## config.mk

```make
export PLATFORM = sky130hd
export DESIGN_NAME = frame_buffer_swap_chain_tracker
export DESIGN_NICKNAME = d
export VERILOG_FILES = /design/src/design/fbsc_pkg.sv /design/src/design/frame_buffer_swap_chain_tracker.sv /design/src/design/fbsc_entry_ram.sv
export SDC_FILE = /design/constraint.sdc
export NUM_CORES = 1
export LEC_CHECK = 0
export ABC_AREA = 0
export BUFFER_PORTS_ARGS = -buffer_cell sky130_fd_sc_hd__buf_2
export CORE_ASPECT_RATIO = 2
export CORE_MARGIN = 3
export CORE_UTILIZATION = 60
export DETAILED_ROUTE_END_ITERATION = 10
export PLACE_DENSITY_LB_ADDON = 0.05
export SLEW_MARGIN = 5
export SYNTH_ARGS = -nofsm -noshare
export SYNTH_HDL_FRONTEND = slang
export SYNTH_HIERARCHICAL = 1
export SYNTH_SLANG_ARGS = --single-unit
```

## constraint.sdc

```tcl
create_clock -name clock -period 8.5 [get_ports clock]
set_input_delay 0.425 -clock clock [delete_from_list [all_inputs] [get_ports clock]]
set_output_delay 0.425 -clock clock [all_outputs]
set_load 0.05 [all_outputs]
```

## src/design/fbsc_pkg.sv

```systemverilog
// Shared types and constants for the frame buffer swap chain tracker.
`timescale 1ns / 1ps
`default_nettype none

package fbsc_pkg;

   localparam int unsigned ADDR_W    = 32;
   localparam int unsigned STAMP_W   = 32;
   localparam int unsigned CFG_W     = 4;
   localparam int unsigned OUT_IDX_W = 3;

   localparam logic [STAMP_W-1:0] STAMP_NONE = '1;

   typedef enum logic [1:0] {
      ACT_SET_FRONT = 2'd0,
      ACT_SET_BACK  = 2'd1,
      ACT_SWAP      = 2'd2,
      ACT_RESTART   = 2'd3
   } action_type;

   typedef struct packed {
      logic [ADDR_W-1:0]  origin;
      logic [ADDR_W-1:0]  image;
      logic [STAMP_W-1:0] stamp;
   } entry_type;

   typedef struct packed {
      logic      en;
      logic      origin_en;
      logic      image_en;
      logic      stamp_en;
      entry_type data;
   } ram_wr_type;

endpackage

`default_nettype wire

```

## src/design/frame_buffer_swap_chain_tracker.sv

```systemverilog
// Top level of the frame buffer swap chain tracker: sequencer, flags and result register.
`timescale 1ns / 1ps
`default_nettype none

// A set-front or set-back item scans the table one entry a cycle through the entry
// memory, over at most N entries where N is the active buffer count, and gives a single
// registered result. A swap scans likewise unless its origin is zero, then gives one
// result per entry walked from the old front, or a single one. Throughput: one item at
// a time; the next item is taken once the last result is loaded into the output register.
// Reset (synchronous, active high) and restart empty the table at once through per-entry
// live bits, so there is no clearing pass.
module frame_buffer_swap_chain_tracker #(
   parameter int unsigned MAX_ENTRIES  = 8,
   parameter int unsigned MATCH_WINDOW = 1024
) (
   input  logic                              clock,
   input  logic                              reset,

   input  logic                              csr_valid,
   output logic                              csr_ready,
   input  logic [fbsc_pkg::CFG_W-1:0]        csr_buffer_count,

   input  logic                              req_valid,
   output logic                              req_ready,
   input  fbsc_pkg::action_type              req_action,
   input  logic [fbsc_pkg::ADDR_W-1:0]       req_address,
   input  logic [fbsc_pkg::STAMP_W-1:0]      req_dlist_count,

   output logic                              rsp_valid,
   input  logic                              rsp_ready,
   output logic [fbsc_pkg::OUT_IDX_W-1:0]    rsp_front_index,
   output logic [fbsc_pkg::OUT_IDX_W-1:0]    rsp_back_index,
   output logic                              rsp_frame_valid,
   output logic [fbsc_pkg::OUT_IDX_W-1:0]    rsp_frame_index,
   output logic                              rsp_skip_frame,
   output logic                              rsp_last
);
   import fbsc_pkg::*;

   // Index width for the table, the largest usable chain and a count wide enough for it.
   localparam int unsigned IDX_W  = $clog2(MAX_ENTRIES);
   localparam int unsigned N_HI   = (MAX_ENTRIES < 8) ? MAX_ENTRIES : 8;
   localparam int unsigned CNT_W  = $clog2(N_HI + 1);
   localparam logic [ADDR_W-1:0] WINDOW = ADDR_W'(MATCH_WINDOW);

   typedef enum logic [2:0] {
      ST_IDLE,
      ST_SCAN,
      ST_SWAP,
      ST_WALK,
      ST_SINGLE
   } state_type;

   // Which search the scan performs: before or after the warm-up fill, front or back.
   typedef enum logic [1:0] {
      MODE_FRONT_WARM,
      MODE_FRONT_RUN,
      MODE_BACK_WARM,
      MODE_BACK_RUN
   } mode_type;

   // ---------------------------------------------------------------------------------
   // Registers
   // ---------------------------------------------------------------------------------
   state_type               state_ff,      state_in;
   mode_type                mode_ff,       mode_in;
   action_type              action_ff,     action_in;
   logic [ADDR_W-1:0]       addr_ff,       addr_in;
   logic [STAMP_W-1:0]      stamp_ff,      stamp_in;
   logic [CFG_W-1:0]        buf_count_ff,  buf_count_in;
   logic [CNT_W-1:0]        active_n_ff,   active_n_in;
   logic [IDX_W-1:0]        front_ptr_ff,  front_ptr_in;
   logic [IDX_W-1:0]        back_ptr_ff,   back_ptr_in;
   logic [IDX_W-1:0]        prev_ff,       prev_in;
   logic [IDX_W-1:0]        walk_ff,       walk_in;
   logic [CNT_W-1:0]        chk_idx_ff,    chk_idx_in;
   logic [STAMP_W-1:0]      min_stamp_ff,  min_stamp_in;
   logic [IDX_W-1:0]        min_idx_ff,    min_idx_in;
   logic                    front_done_ff, front_done_in;
   logic                    back_done_ff,  back_done_in;
   logic [MAX_ENTRIES-1:0]  live_ff,       live_in;
   logic [MAX_ENTRIES-1:0]  valid_ff,      valid_in;
   logic [MAX_ENTRIES-1:0]  is_front_ff,   is_front_in;
   logic                    rd_live_ff;

   logic                    rsp_valid_ff,       rsp_valid_in;
   logic [OUT_IDX_W-1:0]    rsp_front_index_ff, rsp_front_index_in;
   logic [OUT_IDX_W-1:0]    rsp_back_index_ff,  rsp_back_index_in;
   logic                    rsp_frame_valid_ff, rsp_frame_valid_in;
   logic [OUT_IDX_W-1:0]    rsp_frame_index_ff, rsp_frame_index_in;
   logic                    rsp_skip_frame_ff,  rsp_skip_frame_in;
   logic                    rsp_last_ff,        rsp_last_in;

   // ---------------------------------------------------------------------------------
   // Combinational signals
   // ---------------------------------------------------------------------------------
   ram_wr_type              ram_wr;
   logic [IDX_W-1:0]        ram_wr_idx;
   logic [IDX_W-1:0]        ram_rd_idx;
   entry_type               ram_rd_data;

   entry_type               ent;
   logic [IDX_W-1:0]        chk_idx;
   logic [CNT_W-1:0]        chk_nxt;
   logic                    at_end;
   logic [ADDR_W-1:0]       diff_ac;
   logic [ADDR_W-1:0]       diff_ca;
   logic [ADDR_W-1:0]       diff_ao;
   logic                    near_front;
   logic                    near_back;
   logic                    take_min;
   logic [STAMP_W-1:0]      min_stamp_nx;
   logic [IDX_W-1:0]        min_idx_nx;
   logic                    scan_done;
   logic                    out_free;
   logic [IDX_W-1:0]        walk_nxt;
   logic [IDX_W-1:0]        front_nxt;

   // Clamp the configured count into the range the table supports.
   function automatic logic [CNT_W-1:0] clamp_count(input logic [CFG_W-1:0] c);
      logic [CNT_W-1:0] r;
      if (c < CFG_W'(2)) begin
         r = CNT_W'(2);
      end else if (c > CFG_W'(N_HI)) begin
         r = CNT_W'(N_HI);
      end else begin
         r = CNT_W'(c);
      end
      return r;
   endfunction

   // Step an index round the chain of n entries.
   function automatic logic [IDX_W-1:0] wrap_inc(input logic [IDX_W-1:0] x,
                                                 input logic [CNT_W-1:0] n);
      logic [CNT_W-1:0] s;
      s = CNT_W'(x) + CNT_W'(1);
      if (s == n) begin
         s = '0;
      end
      return s[IDX_W-1:0];
   endfunction

   // ---------------------------------------------------------------------------------
   // Entry memory: origin, colour image and age stamp of every entry
   // ---------------------------------------------------------------------------------
   fbsc_entry_ram #(
      .DEPTH (MAX_ENTRIES)
   ) u_entry_ram (
      .clock   (clock),
      .wr      (ram_wr),
      .wr_idx  (ram_wr_idx),
      .rd_idx  (ram_rd_idx),
      .rd_data (ram_rd_data)
   );

   // An entry that has not been written since reset or restart reads as all zeros.
   assign ent = rd_live_ff ? ram_rd_data : '0;

   // The scan is pipelined: the entry being checked was read in the previous cycle, and
   // the read of the following entry is issued now.
   assign chk_idx = chk_idx_ff[IDX_W-1:0];
   assign chk_nxt = chk_idx_ff + CNT_W'(1);
   assign at_end  = (chk_nxt == active_n_ff);

   // Set-front accepts a colour image on either side of the origin within the window;
   // an exact match has a distance of zero and so also counts.
   assign diff_ac    = addr_ff - ent.image;
   assign diff_ca    = ent.image - addr_ff;
   assign near_front = (addr_ff >= ent.image) ? (diff_ac < WINDOW) : (diff_ca < WINDOW);

   // During the back warm-up the colour image must lie at or above the origin.
   assign diff_ao   = addr_ff - ent.origin;
   assign near_back = (ent.origin <= addr_ff) && (diff_ao < WINDOW);

   // Running minimum of the age stamps for eviction; ties keep the lower index. The back
   // search skips front-marked entries, but with no stamp below all ones entry 0 is taken.
   assign take_min = !((mode_ff == MODE_BACK_RUN) && is_front_ff[chk_idx])
                     && (ent.stamp < min_stamp_ff);
   assign min_stamp_nx = take_min ? ent.stamp : min_stamp_ff;
   assign min_idx_nx   = take_min ? chk_idx   : min_idx_ff;

   assign out_free  = !rsp_valid_ff || rsp_ready;
   assign walk_nxt  = wrap_inc(walk_ff, active_n_ff);
   assign front_nxt = wrap_inc(front_ptr_ff, active_n_ff);

   // ---------------------------------------------------------------------------------
   // Next-state logic
   // ---------------------------------------------------------------------------------
   always_comb begin
      state_in      = state_ff;
      mode_in       = mode_ff;
      action_in     = action_ff;
      addr_in       = addr_ff;
      stamp_in      = stamp_ff;
      buf_count_in  = buf_count_ff;
      active_n_in   = active_n_ff;
      front_ptr_in  = front_ptr_ff;
      back_ptr_in   = back_ptr_ff;
      prev_in       = prev_ff;
      walk_in       = walk_ff;
      chk_idx_in    = chk_idx_ff;
      min_stamp_in  = min_stamp_ff;
      min_idx_in    = min_idx_ff;
      front_done_in = front_done_ff;
      back_done_in  = back_done_ff;
      live_in       = live_ff;
      valid_in      = valid_ff;
      is_front_in   = is_front_ff;

      rsp_valid_in       = rsp_valid_ff && !rsp_ready;
      rsp_front_index_in = rsp_front_index_ff;
      rsp_back_index_in  = rsp_back_index_ff;
      rsp_frame_valid_in = rsp_frame_valid_ff;
      rsp_frame_index_in = rsp_frame_index_ff;
      rsp_skip_frame_in  = rsp_skip_frame_ff;
      rsp_last_in        = rsp_last_ff;

      ram_wr     = '0;
      ram_wr_idx = chk_idx;
      ram_rd_idx = '0;
      scan_done  = 1'b0;

      if (csr_valid) begin
         buf_count_in = csr_buffer_count;
      end

      unique case (state_ff)
         ST_IDLE: begin
            // Entry 0 is read while waiting, ready for the first scan step.
            if (req_valid) begin
               action_in    = req_action;
               addr_in      = req_address;
               stamp_in     = req_dlist_count;
               prev_in      = front_ptr_ff;
               chk_idx_in   = '0;
               min_stamp_in = STAMP_NONE;
               min_idx_in   = '0;
               mode_in      = front_done_ff ? MODE_FRONT_RUN : MODE_FRONT_WARM;
               unique case (req_action)
                  ACT_SET_FRONT: begin
                     state_in = ST_SCAN;
                  end
                  ACT_SET_BACK: begin
                     mode_in  = back_done_ff ? MODE_BACK_RUN : MODE_BACK_WARM;
                     state_in = ST_SCAN;
                  end
                  ACT_SWAP: begin
                     // A zero origin leaves the front entry as it is.
                     state_in = (req_address != '0) ? ST_SCAN : ST_SWAP;
                  end
                  ACT_RESTART: begin
                     live_in       = '0;
                     valid_in      = '0;
                     is_front_in   = MAX_ENTRIES'(1);
                     front_ptr_in  = '0;
                     back_ptr_in   = IDX_W'(1);
                     front_done_in = 1'b0;
                     back_done_in  = 1'b0;
                     active_n_in   = clamp_count(buf_count_ff);
                     state_in      = ST_SINGLE;
                  end
                  default: begin
                     state_in = ST_SINGLE;
                  end
               endcase
            end
         end

         ST_SCAN: begin
            ram_rd_idx   = chk_nxt[IDX_W-1:0];
            chk_idx_in   = chk_nxt;
            min_stamp_in = min_stamp_nx;
            min_idx_in   = min_idx_nx;
            unique case (mode_ff)
               MODE_FRONT_WARM: begin
                  if (ent.origin == '0) begin
                     ram_wr.en        = 1'b1;
                     ram_wr.origin_en = 1'b1;
                     if (chk_idx_ff != '0) begin
                        front_done_in = 1'b1;
                     end
                     scan_done = 1'b1;
                  end else if (ent.origin == addr_ff) begin
                     scan_done = 1'b1;
                  end else if (at_end) begin
                     front_done_in = 1'b1;
                     scan_done     = 1'b1;
                  end
               end
               MODE_FRONT_RUN: begin
                  if (!valid_ff[chk_idx] || near_front) begin
                     ram_wr.en        = 1'b1;
                     ram_wr.origin_en = 1'b1;
                     front_ptr_in     = chk_idx;
                     scan_done        = 1'b1;
                  end else if (at_end) begin
                     ram_wr.en        = 1'b1;
                     ram_wr.origin_en = 1'b1;
                     ram_wr_idx       = min_idx_nx;
                     front_ptr_in     = min_idx_nx;
                     scan_done        = 1'b1;
                  end
               end
               MODE_BACK_WARM: begin
                  if (ent.origin == '0) begin
                     ram_wr.en       = 1'b1;
                     ram_wr.image_en = 1'b1;
                     ram_wr.stamp_en = 1'b1;
                     valid_in[chk_idx] = 1'b1;
                     back_ptr_in     = chk_idx;
                     if (chk_idx_ff != '0) begin
                        back_done_in = 1'b1;
                     end
                     scan_done = 1'b1;
                  end else if (near_back) begin
                     // Only an entry without a colour image yet takes this one.
                     if (ent.image == '0) begin
                        ram_wr.en         = 1'b1;
                        ram_wr.image_en   = 1'b1;
                        ram_wr.stamp_en   = 1'b1;
                        valid_in[chk_idx] = 1'b1;
                     end
                     back_ptr_in = chk_idx;
                     scan_done   = 1'b1;
                  end else if (at_end) begin
                     back_done_in = 1'b1;
                     scan_done    = 1'b1;
                  end
               end
               MODE_BACK_RUN: begin
                  if (!valid_ff[chk_idx]) begin
                     ram_wr.en         = 1'b1;
                     ram_wr.image_en   = 1'b1;
                     ram_wr.stamp_en   = 1'b1;
                     valid_in[chk_idx] = 1'b1;
                     back_ptr_in       = chk_idx;
                     scan_done         = 1'b1;
                  end else if (ent.image == addr_ff) begin
                     ram_wr.en       = 1'b1;
                     ram_wr.stamp_en = 1'b1;
                     back_ptr_in     = chk_idx;
                     scan_done       = 1'b1;
                  end else if (at_end) begin
                     ram_wr.en            = 1'b1;
                     ram_wr.image_en      = 1'b1;
                     ram_wr.stamp_en      = 1'b1;
                     ram_wr_idx           = min_idx_nx;
                     valid_in[min_idx_nx] = 1'b1;
                     back_ptr_in          = min_idx_nx;
                     scan_done            = 1'b1;
                  end
               end
               default: begin
                  scan_done = 1'b1;
               end
            endcase
            if (scan_done) begin
               state_in = (action_ff == ACT_SWAP) ? ST_SWAP : ST_SINGLE;
            end
         end

         ST_SWAP: begin
            // A front entry that already carries the front mark ends the swap here.
            state_in = ST_SINGLE;
            if (!is_front_ff[front_ptr_ff]) begin
               is_front_in[prev_ff]      = 1'b0;
               is_front_in[front_ptr_ff] = 1'b1;
               back_ptr_in               = front_nxt;
               walk_in                   = prev_ff;
               if (prev_ff != front_ptr_ff) begin
                  state_in = ST_WALK;
               end
            end
         end

         ST_WALK: begin
            // One result for each entry passed; all but the new front are skipped.
            if (out_free) begin
               rsp_valid_in       = 1'b1;
               rsp_front_index_in = OUT_IDX_W'(front_ptr_ff);
               rsp_back_index_in  = OUT_IDX_W'(back_ptr_ff);
               rsp_frame_valid_in = 1'b1;
               rsp_frame_index_in = OUT_IDX_W'(walk_nxt);
               rsp_skip_frame_in  = (walk_nxt != front_ptr_ff);
               rsp_last_in        = (walk_nxt == front_ptr_ff);
               walk_in            = walk_nxt;
               if (walk_nxt == front_ptr_ff) begin
                  state_in = ST_IDLE;
               end
            end
         end

         ST_SINGLE: begin
            if (out_free) begin
               rsp_valid_in       = 1'b1;
               rsp_front_index_in = OUT_IDX_W'(front_ptr_ff);
               rsp_back_index_in  = OUT_IDX_W'(back_ptr_ff);
               rsp_frame_valid_in = 1'b0;
               rsp_frame_index_in = '0;
               rsp_skip_frame_in  = 1'b0;
               rsp_last_in        = 1'b1;
               state_in           = ST_IDLE;
            end
         end

         default: begin
            state_in = ST_IDLE;
         end
      endcase

      // Write data is always the item's address or stamp. An entry that is not live yet
      // is written whole, so its other fields take their cleared value of zero.
      if (ram_wr.en) begin
         ram_wr.data.origin = ram_wr.origin_en ? addr_ff  : '0;
         ram_wr.data.image  = ram_wr.image_en  ? addr_ff  : '0;
         ram_wr.data.stamp  = ram_wr.stamp_en  ? stamp_ff : '0;
         if (!live_ff[ram_wr_idx]) begin
            ram_wr.origin_en = 1'b1;
            ram_wr.image_en  = 1'b1;
            ram_wr.stamp_en  = 1'b1;
         end
         live_in[ram_wr_idx] = 1'b1;
      end
   end

   // ---------------------------------------------------------------------------------
   // State and registered outputs
   // ---------------------------------------------------------------------------------
   always_ff @(posedge clock) begin
      action_ff          <= action_in;
      addr_ff            <= addr_in;
      stamp_ff           <= stamp_in;
      prev_ff            <= prev_in;
      walk_ff            <= walk_in;
      chk_idx_ff         <= chk_idx_in;
      min_stamp_ff       <= min_stamp_in;
      min_idx_ff         <= min_idx_in;
      mode_ff            <= mode_in;
      rd_live_ff         <= live_ff[ram_rd_idx];
      rsp_front_index_ff <= rsp_front_index_in;
      rsp_back_index_ff  <= rsp_back_index_in;
      rsp_frame_valid_ff <= rsp_frame_valid_in;
      rsp_frame_index_ff <= rsp_frame_index_in;
      rsp_skip_frame_ff  <= rsp_skip_frame_in;
      rsp_last_ff        <= rsp_last_in;
      if (reset) begin
         state_ff      <= ST_IDLE;
         buf_count_ff  <= CFG_W'(2);
         active_n_ff   <= CNT_W'(2);
         front_ptr_ff  <= '0;
         back_ptr_ff   <= IDX_W'(1);
         front_done_ff <= 1'b0;
         back_done_ff  <= 1'b0;
         live_ff       <= '0;
         valid_ff      <= '0;
         is_front_ff   <= MAX_ENTRIES'(1);
         rsp_valid_ff  <= 1'b0;
      end else begin
         state_ff      <= state_in;
         buf_count_ff  <= buf_count_in;
         active_n_ff   <= active_n_in;
         front_ptr_ff  <= front_ptr_in;
         back_ptr_ff   <= back_ptr_in;
         front_done_ff <= front_done_in;
         back_done_ff  <= back_done_in;
         live_ff       <= live_in;
         valid_ff      <= valid_in;
         is_front_ff   <= is_front_in;
         rsp_valid_ff  <= rsp_valid_in;
      end
   end

   assign csr_ready       = 1'b1;
   assign req_ready       = (state_ff == ST_IDLE);
   assign rsp_valid       = rsp_valid_ff;
   assign rsp_front_index = rsp_front_index_ff;
   assign rsp_back_index  = rsp_back_index_ff;
   assign rsp_frame_valid = rsp_frame_valid_ff;
   assign rsp_frame_index = rsp_frame_index_ff;
   assign rsp_skip_frame  = rsp_skip_frame_ff;
   assign rsp_last        = rsp_last_ff;

   // ---------------------------------------------------------------------------------
   // Assertions
   // ---------------------------------------------------------------------------------
`ifndef NO_ASSERTIONS
   a_front_in_chain: assert property (@(posedge clock) disable iff (reset)
      CNT_W'(front_ptr_ff) < active_n_ff)
      else $error("front pointer lies outside the active chain");

   a_back_in_chain: assert property (@(posedge clock) disable iff (reset)
      CNT_W'(back_ptr_ff) < active_n_ff)
      else $error("back pointer lies outside the active chain");

   a_walk_stops_at_front: assert property (@(posedge clock) disable iff (reset)
      (state_ff == ST_WALK) |-> (walk_ff != front_ptr_ff))
      else $error("swap walk went past the new front entry");

   a_restart_empties: assert property (@(posedge clock) disable iff (reset)
      (req_valid && req_ready && (req_action == ACT_RESTART))
      |=> ((live_ff == '0) && (valid_ff == '0)))
      else $error("restart did not empty the table");

   a_write_only_in_scan: assert property (@(posedge clock) disable iff (reset)
      ram_wr.en |-> (state_ff == ST_SCAN))
      else $error("entry memory written outside a scan");
`endif

endmodule

`default_nettype wire

```

## src/design/fbsc_entry_ram.sv

```systemverilog
// Entry table memory: one write port with per-field enables, one registered read port.
`timescale 1ns / 1ps
`default_nettype none

module fbsc_entry_ram #(
   parameter  int unsigned DEPTH = 8,
   localparam int unsigned IDX_W = (DEPTH > 1) ? $clog2(DEPTH) : 1
) (
   input  logic                   clock,
   input  fbsc_pkg::ram_wr_type   wr,
   input  logic [IDX_W-1:0]       wr_idx,
   input  logic [IDX_W-1:0]       rd_idx,
   output fbsc_pkg::entry_type    rd_data
);
   import fbsc_pkg::*;

   entry_type mem [DEPTH];
   entry_type rd_data_ff;

   always_ff @(posedge clock) begin
      if (wr.en) begin
         if (wr.origin_en) mem[wr_idx].origin <= wr.data.origin;
         if (wr.image_en)  mem[wr_idx].image  <= wr.data.image;
         if (wr.stamp_en)  mem[wr_idx].stamp  <= wr.data.stamp;
      end
      rd_data_ff <= mem[rd_idx];
   end

   assign rd_data = rd_data_ff;

endmodule

`default_nettype wire

```

==> flow_summary.html, run 1 <==
<table>
<tr><th>Metric</th><th>Value</th></tr>
<tr><th colspan="2">GRT</th></tr>
<tr><td>Antenna violations before repair</td><td>1</td></tr>
<tr><td>GRT Util Overall</td><td>31.8%</td></tr>
<tr><td>Pin count of the biggest net entering global routing</td><td>roughly 150</td></tr>
<tr><td>Via count of the first global-routing pass</td><td>28,249</td></tr>
<tr><td>Overflow left after global routing</td><td>0</td></tr>
<tr><td>First-pass GRT wire length</td><td>approximately 190 mm</td></tr>
<tr><th colspan="2">Status</th></tr>
<tr><td>Run status</td><td>finished clean</td></tr>
<tr><th colspan="2">Placed design</th></tr>
<tr><td>Placed wire-length estimate after detailed placement</td><td>88.3 mm</td></tr>
<tr><td>DP Area</td><td>0.0475 mm²</td></tr>
<tr><td>DP Worst Slack</td><td>0.830 ns</td></tr>
<tr><td>Buffers added on ports</td><td>88</td></tr>
<tr><td>Number of cells in the design after placement</td><td>~4,000</td></tr>
<tr><td>Routability congestion estimate</td><td>0.982</td></tr>
<tr><th colspan="2">Setup path</th></tr>
<tr><td>Destination of the worst register-to-register timing path</td><td>u_entry_ram/mem[3][30]$_DFFE_PP_</td></tr>
<tr><td>Element type at the critical path end</td><td>flip-flop</td></tr>
<tr><td>Worst EP arrival</td><td>8.25 ns</td></tr>
<tr><td>CP startpoint kind</td><td>flip-flop</td></tr>
<tr><td>Type of the worst setup path</td><td>reg2reg</td></tr>
<tr><td>Critical path data required time</td><td>8.79 ns</td></tr>
<tr><td>Maximum fanout encountered on the critical timing path</td><td>75</td></tr>
<tr><td>Startpoint of the worst-slack reg-to-reg timing path</td><td>rd_live_ff$_DFF_P_</td></tr>
<tr><td>Reg-to-reg slack, setup</td><td>0.54 ns</td></tr>
<tr><td>Cell count of the worst reg-to-reg path</td><td>21</td></tr>
<tr><th colspan="2">CTS</th></tr>
<tr><td>CTS tree</td><td>done</td></tr>
<tr><td>Clock tree root driver cell</td><td>clkbuf_16</td></tr>
<tr><td>Number of buffers between clock root and the deepest sink</td><td>3</td></tr>
<tr><td># Post-CTS Setup Buffers</td><td>0</td></tr>
<tr><td>Total clock buffers created by CTS</td><td>~90</td></tr>
<tr><td>Count of clock tree sinks</td><td>1,034</td></tr>
<tr><td>Count of instances resized after the clock tree is built</td><td>0</td></tr>
<tr><td>Clock-pin transition on the worst setup and hold timing paths</td><td>0.07 ns</td></tr>
<tr><td>H-tree levels</td><td>3</td></tr>
<tr><td>Clock Latency Late Sink</td><td>0.68 ns</td></tr>
<tr><td>CTS hold repair buffers</td><td>65</td></tr>
<tr><th colspan="2">Floorplanning</th></tr>
<tr><td>Row count</td><td>142</td></tr>
<tr><td>Starting utilization of the core area</td><td>approximately three fifths</td></tr>
<tr><td>Area of the die</td><td>between 0.07 and 0.08 mm²</td></tr>
<tr><td>Io pins</td><td>90</td></tr>
<tr><td>Die Y</td><td>397 µm</td></tr>
<tr><td>Core region area</td><td>0.0753 mm²</td></tr>
<tr><td>Horizontal extent of the die</td><td>between 200 and 250 µm</td></tr>
<tr><th colspan="2">Timing</th></tr>
<tr><td>Number of pins exceeding their max-slew limit in the final report</td><td>0</td></tr>
<tr><td>Number of setup violations in the final report</td><td>0</td></tr>
<tr><td>Hold violation total from the final report</td><td>0</td></tr>
<tr><td>Fin Clk Skew</td><td>0.0423 ns</td></tr>
<tr><td>Least-Margin Pin Slew</td><td>about 1.2 ns</td></tr>
<tr><td>Setup repair after global routing missed its margin</td><td>false</td></tr>
<tr><td>Min cycle time layout</td><td>roughly 8.0 ns</td></tr>
<tr><td>Highest achievable clock rate</td><td>0.126 GHz</td></tr>
<tr><td>Setup total negative slack</td><td>0 ns</td></tr>
<tr><td>Period utilisation layout</td><td>a little over nine tenths</td></tr>
<tr><td>Post-route setup slack</td><td>roughly 0.54 ns</td></tr>
<tr><td>Max-slew headroom at the worst pin</td><td>between 10% and 20%</td></tr>
<tr><th colspan="2">Synthesis</th></tr>
<tr><td>Number of flops mapped to enable cells by yosys</td><td>893</td></tr>
<tr><td>Mean area per synthesized cell</td><td>15.1 µm²</td></tr>
<tr><td>Unique cell type count in the Yosys netlist</td><td>95</td></tr>
<tr><td>Main area contributors after synthesis</td><td>edfxtp_1 58%, mux4_2 9.5%, dfxtp_1 6.2%</td></tr>
<tr><td>Share of the synthesized area in the top cell type</td><td>between 50% and 60%</td></tr>
<tr><td>Dominant cell type by area after synthesis</td><td>edfxtp_1</td></tr>
<tr><td>Post-synthesis instance area</td><td>0.0458 mm²</td></tr>
<tr><td>FFs w/ async S/R, synth</td><td>0%</td></tr>
<tr><td>Number of synthesis warnings</td><td>6</td></tr>
<tr><td>Post-synth top flop</td><td>edfxtp_1</td></tr>
<tr><td>Post-synthesis register bit count</td><td>1,034</td></tr>
<tr><td>Synthesized instance count</td><td>3,045</td></tr>
<tr><td>Register area share after synthesis</td><td>64.7%</td></tr>
<tr><td>Post-Synthesis Net Count</td><td>3,249</td></tr>
<tr><th colspan="2">Power</th></tr>
<tr><td>PwrDens</td><td>308 mW/mm²</td></tr>
<tr><td>Static leakage power</td><td>0.0175 µW</td></tr>
<tr><td>VDD IR-drop max</td><td>242 µV</td></tr>
<tr><th colspan="2">Hold path</th></tr>
<tr><td>Source of the worst hold timing path</td><td>req_address[11]</td></tr>
<tr><td>Worst Hold Endpoint</td><td>addr_ff[11]$_DFFE_PP_</td></tr>
<tr><td>Number of cells on the worst hold path</td><td>1</td></tr>
<tr><td>Worst min-delay path category</td><td>in2reg</td></tr>
<tr><th colspan="2">Routing</th></tr>
<tr><td>Number of DRC markers after the initial detailed-route iteration</td><td>~2,200</td></tr>
<tr><td>DRC</td><td>0</td></tr>
<tr><td>Total number of vias</td><td>27,261</td></tr>
<tr><td>Total wirelength of the detailed-routed design</td><td>approximately 130 mm</td></tr>
<tr><td>Vias per inst</td><td>6.37</td></tr>
<tr><td>First-pass iteration count of the detailed router</td><td>8</td></tr>
<tr><td>Routed length per instance</td><td>29.4 µm</td></tr>
<tr><td>Post-DRT Antenna Nets</td><td>0</td></tr>
<tr><th colspan="2">Cells and area</th></tr>
<tr><td>Summed area of non-filler cells in the final layout</td><td>approximately 0.051 mm²</td></tr>
<tr><td>Final core utilization</td><td>68.1%</td></tr>
<tr><td>Fraction of final layout cells with drive strength greater than 1</td><td>between 20% and 30%</td></tr>
<tr><td>Nets@finish</td><td>roughly 3,400</td></tr>
<tr><td>Post-synthesis to final-layout area growth</td><td>11.9%</td></tr>
<tr><td>Final standard cell count with taps included and fillers excluded</td><td>4,280</td></tr>
<tr><th colspan="2">Flow run</th></tr>
<tr><td>Max-capacitance violation count</td><td>0</td></tr>
</table>
[routing by layer]
layer | wire [µm] | vias up | part of all wire, % | global-route usage [%]
met4 | 9540 | 0 | 7.6 | 21.0
met2 | 67200 | 1055 | 53 | 57.2
met1 | 42400 | 13860 | 34 | 35.3
met5 | 0 | - | 0 | 0
met3 | 6790 | 329 | 5.4 | 3.99
li1 | - | 12017 | - | -
[layout by cell type (no fill, tap or decap), types with 16 or more instances in the layout]
master / instances
nor2_4: 45
mux2i_1: 24
nor3_1: 39
nand4_1: 40
dfxtp_1: 140
mux4_2: 193
clkbuf_16: 90
buf_4: 43
o21a_1: 26
o211ai_1: 18
nor4_1: 21
nand3_1: 43
a21oi_1: 133
nand2_1: 182
o21ai_0: 84
buf_2: 88
and2_1: 75
edfxtp_1: 893
inv_1: 136
clkinv_2: 17
a21o_1: 44
a31oi_1: 24
ha_1: 129
mux2_2: 103
nand2b_1: 50
a211oi_1: 16
xor2_1: 16
nor2_1: 147
xnor2_1: 34
dlygate4sd3_1: 65
[worst max-delay path, stage by stage, from the launching register on]
cell and delay, ns:
dfxtp_4 0.91, nand2_1 0.18, inv_1 0.10, ha_1 0.37, a21oi_1 0.42, o21ai_1 0.23, a21boi_0 0.48, nor3b_1 0.37
o21ai_1 0.19, nor4_1 0.39, nand4_1 0.15, nor4_1 0.34, buf_4 0.22, nand4b_1 0.36, a31oi_1 0.39, a21o_1 0.47
mux2i_1 0.30, a211oi_2 0.12, o31ai_1 0.28, nand2_1 0.50, nor2_4 0.24, buf_4 0.49
[report_power, final]
group	internal (µW)	leakage (µW)	switching [µW]
clock network	2410	0.00150	1850
registers	6250	0.00933	506
logic	1740	0.00669	3010
[cells by family after synthesis]
group,share of synthesized area [%]
simple gates,8.62
xor+xnor,0.955
mux,12.6
other cells,0.00818
flops,64.7
buf+inv,2.80
compound gates,6.82
fa+ha+maj,3.52
[worst max-delay path by stage]
stage | startpoint | end | cells past startpoint
6_report | rd_live_ff$_DFF_P_ | u_entry_ram/mem[3][30]$_DFFE_PP_ | 21
5_1_grt | rd_live_ff$_DFF_P_ | u_entry_ram/mem[4][22]$_DFFE_PP_ | 21
3_3_place_gp | rd_live_ff$_DFF_P_ | u_entry_ram/mem[5][0]$_DFFE_PP_ | 21
3_5_place_dp | rd_live_ff$_DFF_P_ | u_entry_ram/mem[3][19]$_DFFE_PP_ | 21
4_1_cts | rd_live_ff$_DFF_P_ | u_entry_ram/mem[3][30]$_DFFE_PP_ | 21
2_1_floorplan | rd_live_ff$_DFF_P_ | u_entry_ram/mem[7][32]$_DFFE_PP_ | 24
[per-stage QoR]
stage,power [µW],hold WS (ns)
6_report,15800,0.0368
5_1_grt,16400,0.0152
4_1_cts,15800,0.000481
3_5_place_dp,11500,0.425
3_3_place_gp,11500,0.420
2_1_floorplan,9910,0.408
[area by class of cell]
type / count / area, µm²
diodes: 2 / 5.00
clock buffers: 109 / 2360
clock inverters: 56 / 759
fillers: 5113 / 24000
inverters: 138 / 520
multi-input cells: 1727 / 15100
flip-flops and latches: 1034 / 29600
well taps: 1008 / 1260
repair buffers: 206 / 1610
[Yosys cell counts (44+ instances only)]
master      n
edfxtp_1  893
mux4_2    193
nand2_1   182
nor2_1    174
dfxtp_1   141
inv_1     137
a21oi_1   133
ha_1      129
mux2_2    103
o21ai_0    85
clkbuf_1   81
and2_1     74
nand2b_1   50
a21o_1     44
[flip-flops by register name (all words and copies together), names as in the netlist, 3 cells and up]
signal	cells
buf_count_ff	4
front_ptr_ff	3
rsp_front_index	3
min_stamp_ff	32
valid_ff	8
state_ff	3
prev_ff	3
back_ptr_ff	3
rsp_frame_index	3
u_entry_ram/mem	768
chk_idx_ff	4
live_ff	8
walk_ff	3
stamp_ff	32
active_n_ff	4
u_entry_ram/rd_data	96
is_front_ff	8
min_idx_ff	3
rsp_back_index	3
addr_ff	32
(Power assumes the default switching activity.)
==> inputs of run 2 (changes only) <==
- SLEW_MARGIN: 5 -> 25
- clock period: 8.5 -> 8.4 ns (I/O delays scaled with it)
==> run 2 against run 1 <==
  * Power grew 0.96%
  * Global-route usage rose by 1.6 points
  * Count of clock-buffer cells in the layout shrank 2
  * Maximum frequency up 3.4%
  * Clock power decreased by 4%
  * Register-to-register slack gained 0.16 ns
  * Final area rose by 0.17%
  * Combinational power rose by 6.3%
  * Sequential power about the same
  * Die area stayed put
  * Wire length rose by 4.9%
==> flow_summary.html, run 2 (synthesis gave the netlist of run 1 again) <==
<table>
<tr><th>Metric</th><th>Value</th></tr>
<tr><th colspan="2">CTS</th></tr>
<tr><td>Count of clock tree sinks</td><td>1,034</td></tr>
<tr><td>Clock tree root driver cell</td><td>clkbuf_16</td></tr>
<tr><td>Number of buffers between clock root and the deepest sink</td><td>3</td></tr>
<tr><td>Clock-pin transition on the worst setup and hold timing paths</td><td>~0.07 ns</td></tr>
<tr><td>Total clock buffers created by CTS</td><td>84</td></tr>
<tr><td>CTS tree</td><td>done</td></tr>
<tr><td>Count of instances resized after the clock tree is built</td><td>0</td></tr>
<tr><td>Clock Latency Late Sink</td><td>0.69 ns</td></tr>
<tr><td>H-tree levels</td><td>3</td></tr>
<tr><th colspan="2">Power</th></tr>
<tr><td>Switching power as a share of total power</td><td>34.9%</td></tr>
<tr><td>VDD IR-drop max</td><td>269 µV</td></tr>
<tr><td>Switching Power</td><td>5560 µW</td></tr>
<tr><td>Static leakage power</td><td>0.0175 µW</td></tr>
<tr><td>Clock power frac</td><td>around a quarter</td></tr>
<tr><td>Sequential Power Share</td><td>42.6%</td></tr>
<tr><td>Combinational power share</td><td>31.7%</td></tr>
<tr><td>Internal Dissipation</td><td>between 10,000 and 15,000 µW</td></tr>
<tr><td>PwrDens</td><td>310 mW/mm²</td></tr>
<tr><th colspan="2">Timing</th></tr>
<tr><td>Post-route setup slack</td><td>0.704 ns</td></tr>
<tr><td>Fin Clk Skew</td><td>0.0432 ns</td></tr>
<tr><td>Least-Margin Pin Slew</td><td>about 1.1 ns</td></tr>
<tr><td>Setup total negative slack</td><td>0 ns</td></tr>
<tr><td>Highest achievable clock rate</td><td>0.130 GHz</td></tr>
<tr><td>Number of pins exceeding their max-slew limit in the final report</td><td>0</td></tr>
<tr><td>Period utilisation layout</td><td>about nine tenths</td></tr>
<tr><td>Min cycle time layout</td><td>7.70 ns</td></tr>
<tr><td>Hold violation total from the final report</td><td>0</td></tr>
<tr><td>Setup repair after global routing missed its margin</td><td>false</td></tr>
<tr><td>Number of setup violations in the final report</td><td>0</td></tr>
<tr><td>Max-slew headroom at the worst pin</td><td>25.8%</td></tr>
<tr><th colspan="2">Routing</th></tr>
<tr><td>Total wirelength of the detailed-routed design</td><td>132 mm</td></tr>
<tr><td>Total number of vias</td><td>27,824</td></tr>
<tr><td>Vias per inst</td><td>6.50</td></tr>
<tr><td>DRC</td><td>0</td></tr>
<tr><td>Post-DRT Antenna Nets</td><td>0</td></tr>
<tr><td>Routed length per instance</td><td>30.9 µm</td></tr>
<tr><td>First-pass iteration count of the detailed router</td><td>7</td></tr>
<tr><td>Number of DRC markers after the initial detailed-route iteration</td><td>2,403</td></tr>
<tr><th colspan="2">GRT</th></tr>
<tr><td>First-pass GRT wire length</td><td>roughly 190 mm</td></tr>
<tr><td>Via count of the first global-routing pass</td><td>29,051</td></tr>
<tr><td>GRT Util Overall</td><td>around 33%</td></tr>
<tr><td>Overflow left after global routing</td><td>0</td></tr>
<tr><td>Antenna violations before repair</td><td>2</td></tr>
<tr><td>Pin count of the biggest net entering global routing</td><td>121</td></tr>
<tr><th colspan="2">Cells and area</th></tr>
<tr><td>Summed area of non-filler cells in the final layout</td><td>between 0.05 and 0.06 mm²</td></tr>
<tr><td>Post-synthesis to final-layout area growth</td><td>12.1%</td></tr>
<tr><td>Nets@finish</td><td>3,402</td></tr>
<tr><td>Number of flip-flops in the largest register</td><td>768</td></tr>
<tr><td>Largest reg by FF count</td><td>u_entry_ram/mem</td></tr>
<tr><td>Most common library cell in the layout ignoring fill and taps</td><td>edfxtp_1</td></tr>
<tr><td>Fraction of final layout cells with drive strength greater than 1</td><td>20.6%</td></tr>
<tr><td>Final standard cell count with taps included and fillers excluded</td><td>~4,300</td></tr>
<tr><td>Leading cell types in the layout, fill and taps excluded</td><td>893 x edfxtp_1, 193 x mux4_2, 182 x nand2_1</td></tr>
<tr><th colspan="2">Setup path</th></tr>
<tr><td>Startpoint of the worst-slack reg-to-reg timing path</td><td>rd_live_ff$_DFF_P_</td></tr>
<tr><td>Maximum fanout encountered on the critical timing path</td><td>39</td></tr>
<tr><td>Worst EP arrival</td><td>8.05 ns</td></tr>
<tr><td>Destination of the worst register-to-register timing path</td><td>u_entry_ram/mem[1][53]$_DFFE_PP_</td></tr>
<tr><td>Element type at the critical path end</td><td>flip-flop</td></tr>
<tr><td>Type of the worst setup path</td><td>reg2reg</td></tr>
<tr><td>Slowest cell on the critical path</td><td>dfxtp_4</td></tr>
<tr><td>Cell count of the worst reg-to-reg path</td><td>22</td></tr>
<tr><td>Reg-to-reg slack, setup</td><td>0.70 ns</td></tr>
<tr><td>Critical path data required time</td><td>8.75 ns</td></tr>
<tr><td>Worst-path cell chain</td><td>nand2_1 &gt; inv_1 &gt; ha_1 &gt; nand4_1 &gt; or2_2 &gt; nor4b_1 &gt; nor3_1 &gt; nor2_1 &gt; xnor2_1 &gt; nand3_1 &gt; nor4_1 &gt; buf_4 &gt; nand4b_1 &gt; a31oi_1 &gt; a21o_1 &gt; mux2i_1 &gt; a211oi_2 &gt; o31ai_1 &gt; nand2_1 &gt; buf_4 &gt; nor2_4 &gt; buf_12</td></tr>
<tr><td>Slowest Stage Delay on Critical Path</td><td>roughly 0.65 ns</td></tr>
<tr><td>CP startpoint kind</td><td>flip-flop</td></tr>
<tr><th colspan="2">Floorplanning</th></tr>
<tr><td>Starting utilization of the core area</td><td>60.8%</td></tr>
<tr><td>Core region area</td><td>about 0.075 mm²</td></tr>
<tr><td>Row count</td><td>142</td></tr>
<tr><td>Horizontal extent of the die</td><td>roughly 200 µm</td></tr>
<tr><td>Area of the die</td><td>around 0.080 mm²</td></tr>
<tr><td>Io pins</td><td>90</td></tr>
<tr><td>Die Y</td><td>around 400 µm</td></tr>
<tr><th colspan="2">Placed design</th></tr>
<tr><td>Placed wire-length estimate after detailed placement</td><td>90.6 mm</td></tr>
<tr><td>DP Area</td><td>0.0478 mm²</td></tr>
<tr><td>Routability congestion estimate</td><td>1.02</td></tr>
<tr><td>DP Worst Slack</td><td>0.775 ns</td></tr>
<tr><td>Number of cells in the design after placement</td><td>a little over 4,000</td></tr>
<tr><td>Buffers added on ports</td><td>88</td></tr>
<tr><th colspan="2">Status</th></tr>
<tr><td>Run status</td><td>finished clean</td></tr>
<tr><th colspan="2">Hold path</th></tr>
<tr><td>Worst Hold Endpoint</td><td>buf_count_ff[1]$_SDFFE_PP1P_</td></tr>
<tr><td>Source of the worst hold timing path</td><td>csr_valid</td></tr>
<tr><td>Worst min-delay path category</td><td>in2reg</td></tr>
<tr><td>Number of cells on the worst hold path</td><td>2</td></tr>
<tr><th colspan="2">Flow run</th></tr>
<tr><td>Max-capacitance violation count</td><td>0</td></tr>
</table>
[run 2: cell count changes in the layout (fill, tap and decap cells not counted), moves of 2 or more]
cell / change
buf_12: +17
buf_16: +2
buf_4: -15
bufinv_16: -4
clkbuf_16: -5
clkbuf_8: +3
clkinv_4: +2
clkinvlp_4: -5
dlygate4sd3_1: +3
[run 2: power by group through the flow]
stage / registers, µW / logic (µW) / clock network (µW)
2_1_floorplan: 6640 / 3390 / 0
3_3_place_gp: 6870 / 4810 / 0
3_5_place_dp: 6870 / 4890 / 0
4_1_cts: 6770 / 4960 / 4140
5_1_grt: 6800 / 5390 / 4310
6_report: 6780 / 5060 / 4090
[run 2: worst max-delay path by stage]
stage | from | end | slack (ns) | cells after the start
after global placement | rd_live_ff$_DFF_P_ | u_entry_ram/mem[1][36]$_DFFE_PP_ | 0.74 | 22
final | rd_live_ff$_DFF_P_ | u_entry_ram/mem[1][53]$_DFFE_PP_ | 0.70 | 22
after floorplan | rd_live_ff$_DFF_P_ | u_entry_ram/mem[7][32]$_DFFE_PP_ | 1.37 | 24
after global routing | rd_live_ff$_DFF_P_ | u_entry_ram/mem[1][49]$_DFFE_PP_ | 0.18 | 22
after detailed placement | rd_live_ff$_DFF_P_ | u_entry_ram/mem[1][37]$_DFFE_PP_ | 0.77 | 22
after CTS | rd_live_ff$_DFF_P_ | u_entry_ram/mem[1][49]$_DFFE_PP_ | 0.71 | 22
[run 2: layout make-up]
class | count | area, µm²
sequential | 1034 | 29600
fill | 4943 | 23900
multi-input combinational | 1727 | 15100
clock buffer | 107 | 2280
timing repair buffer | 213 | 1930
tap | 1008 | 1260
clock inverter | 50 | 612
inverter | 138 | 520
antenna | 3 | 7.51
[run 2: routing by layer]
metal | vias up | GRT usage, % | wire, µm
li1 | 12014 | - | -
met1 | 14045 | 35.6 | 42400
met2 | 1374 | 62.0 | 72100
met3 | 391 | 5.02 | 7850
met4 | 0 | 19.9 | 9730
met5 | - | 0 | 0
[run 2: through the flow]
| step | hold WS, ns | utilization, % | total power (µW) |
|---|---|---|---|
| 3_3_place_gp | 0.421 | 63.3 | 11700 |
| 4_1_cts | 0.0472 | 68.1 | 15900 |
| 5_1_grt | 0.0685 | 68.2 | 16500 |
| 2_1_floorplan | 0.408 | - | 10000 |
| 6_report | 0.0846 | 68.2 | 15900 |
| 3_5_place_dp | 0.419 | 63.4 | 11800 |
[run 2: worst max-delay path: cells and delay by family, from the launching register on]
kind                       cells  cell delay [ns]
DFF                            1             0.65
buffers and inverters          4             0.89
adders and majority gates      1             0.47
AOI/OAI and AO/OA              4             1.18
and+or+nand+nor               11             3.49
xor gates and xnor gates       1             0.38
muxes                          1             0.27
[run 2: what timing repair did]
| item | 4_1_cts | 5_1_grt |
|---|---|---|
| setup endpoints to repair | 0 | 277 |
| setup buffers | 0 | 1 |
| hold buffers | 68 | 0 |
| endpoints found under the hold margin | 68 | 0 |
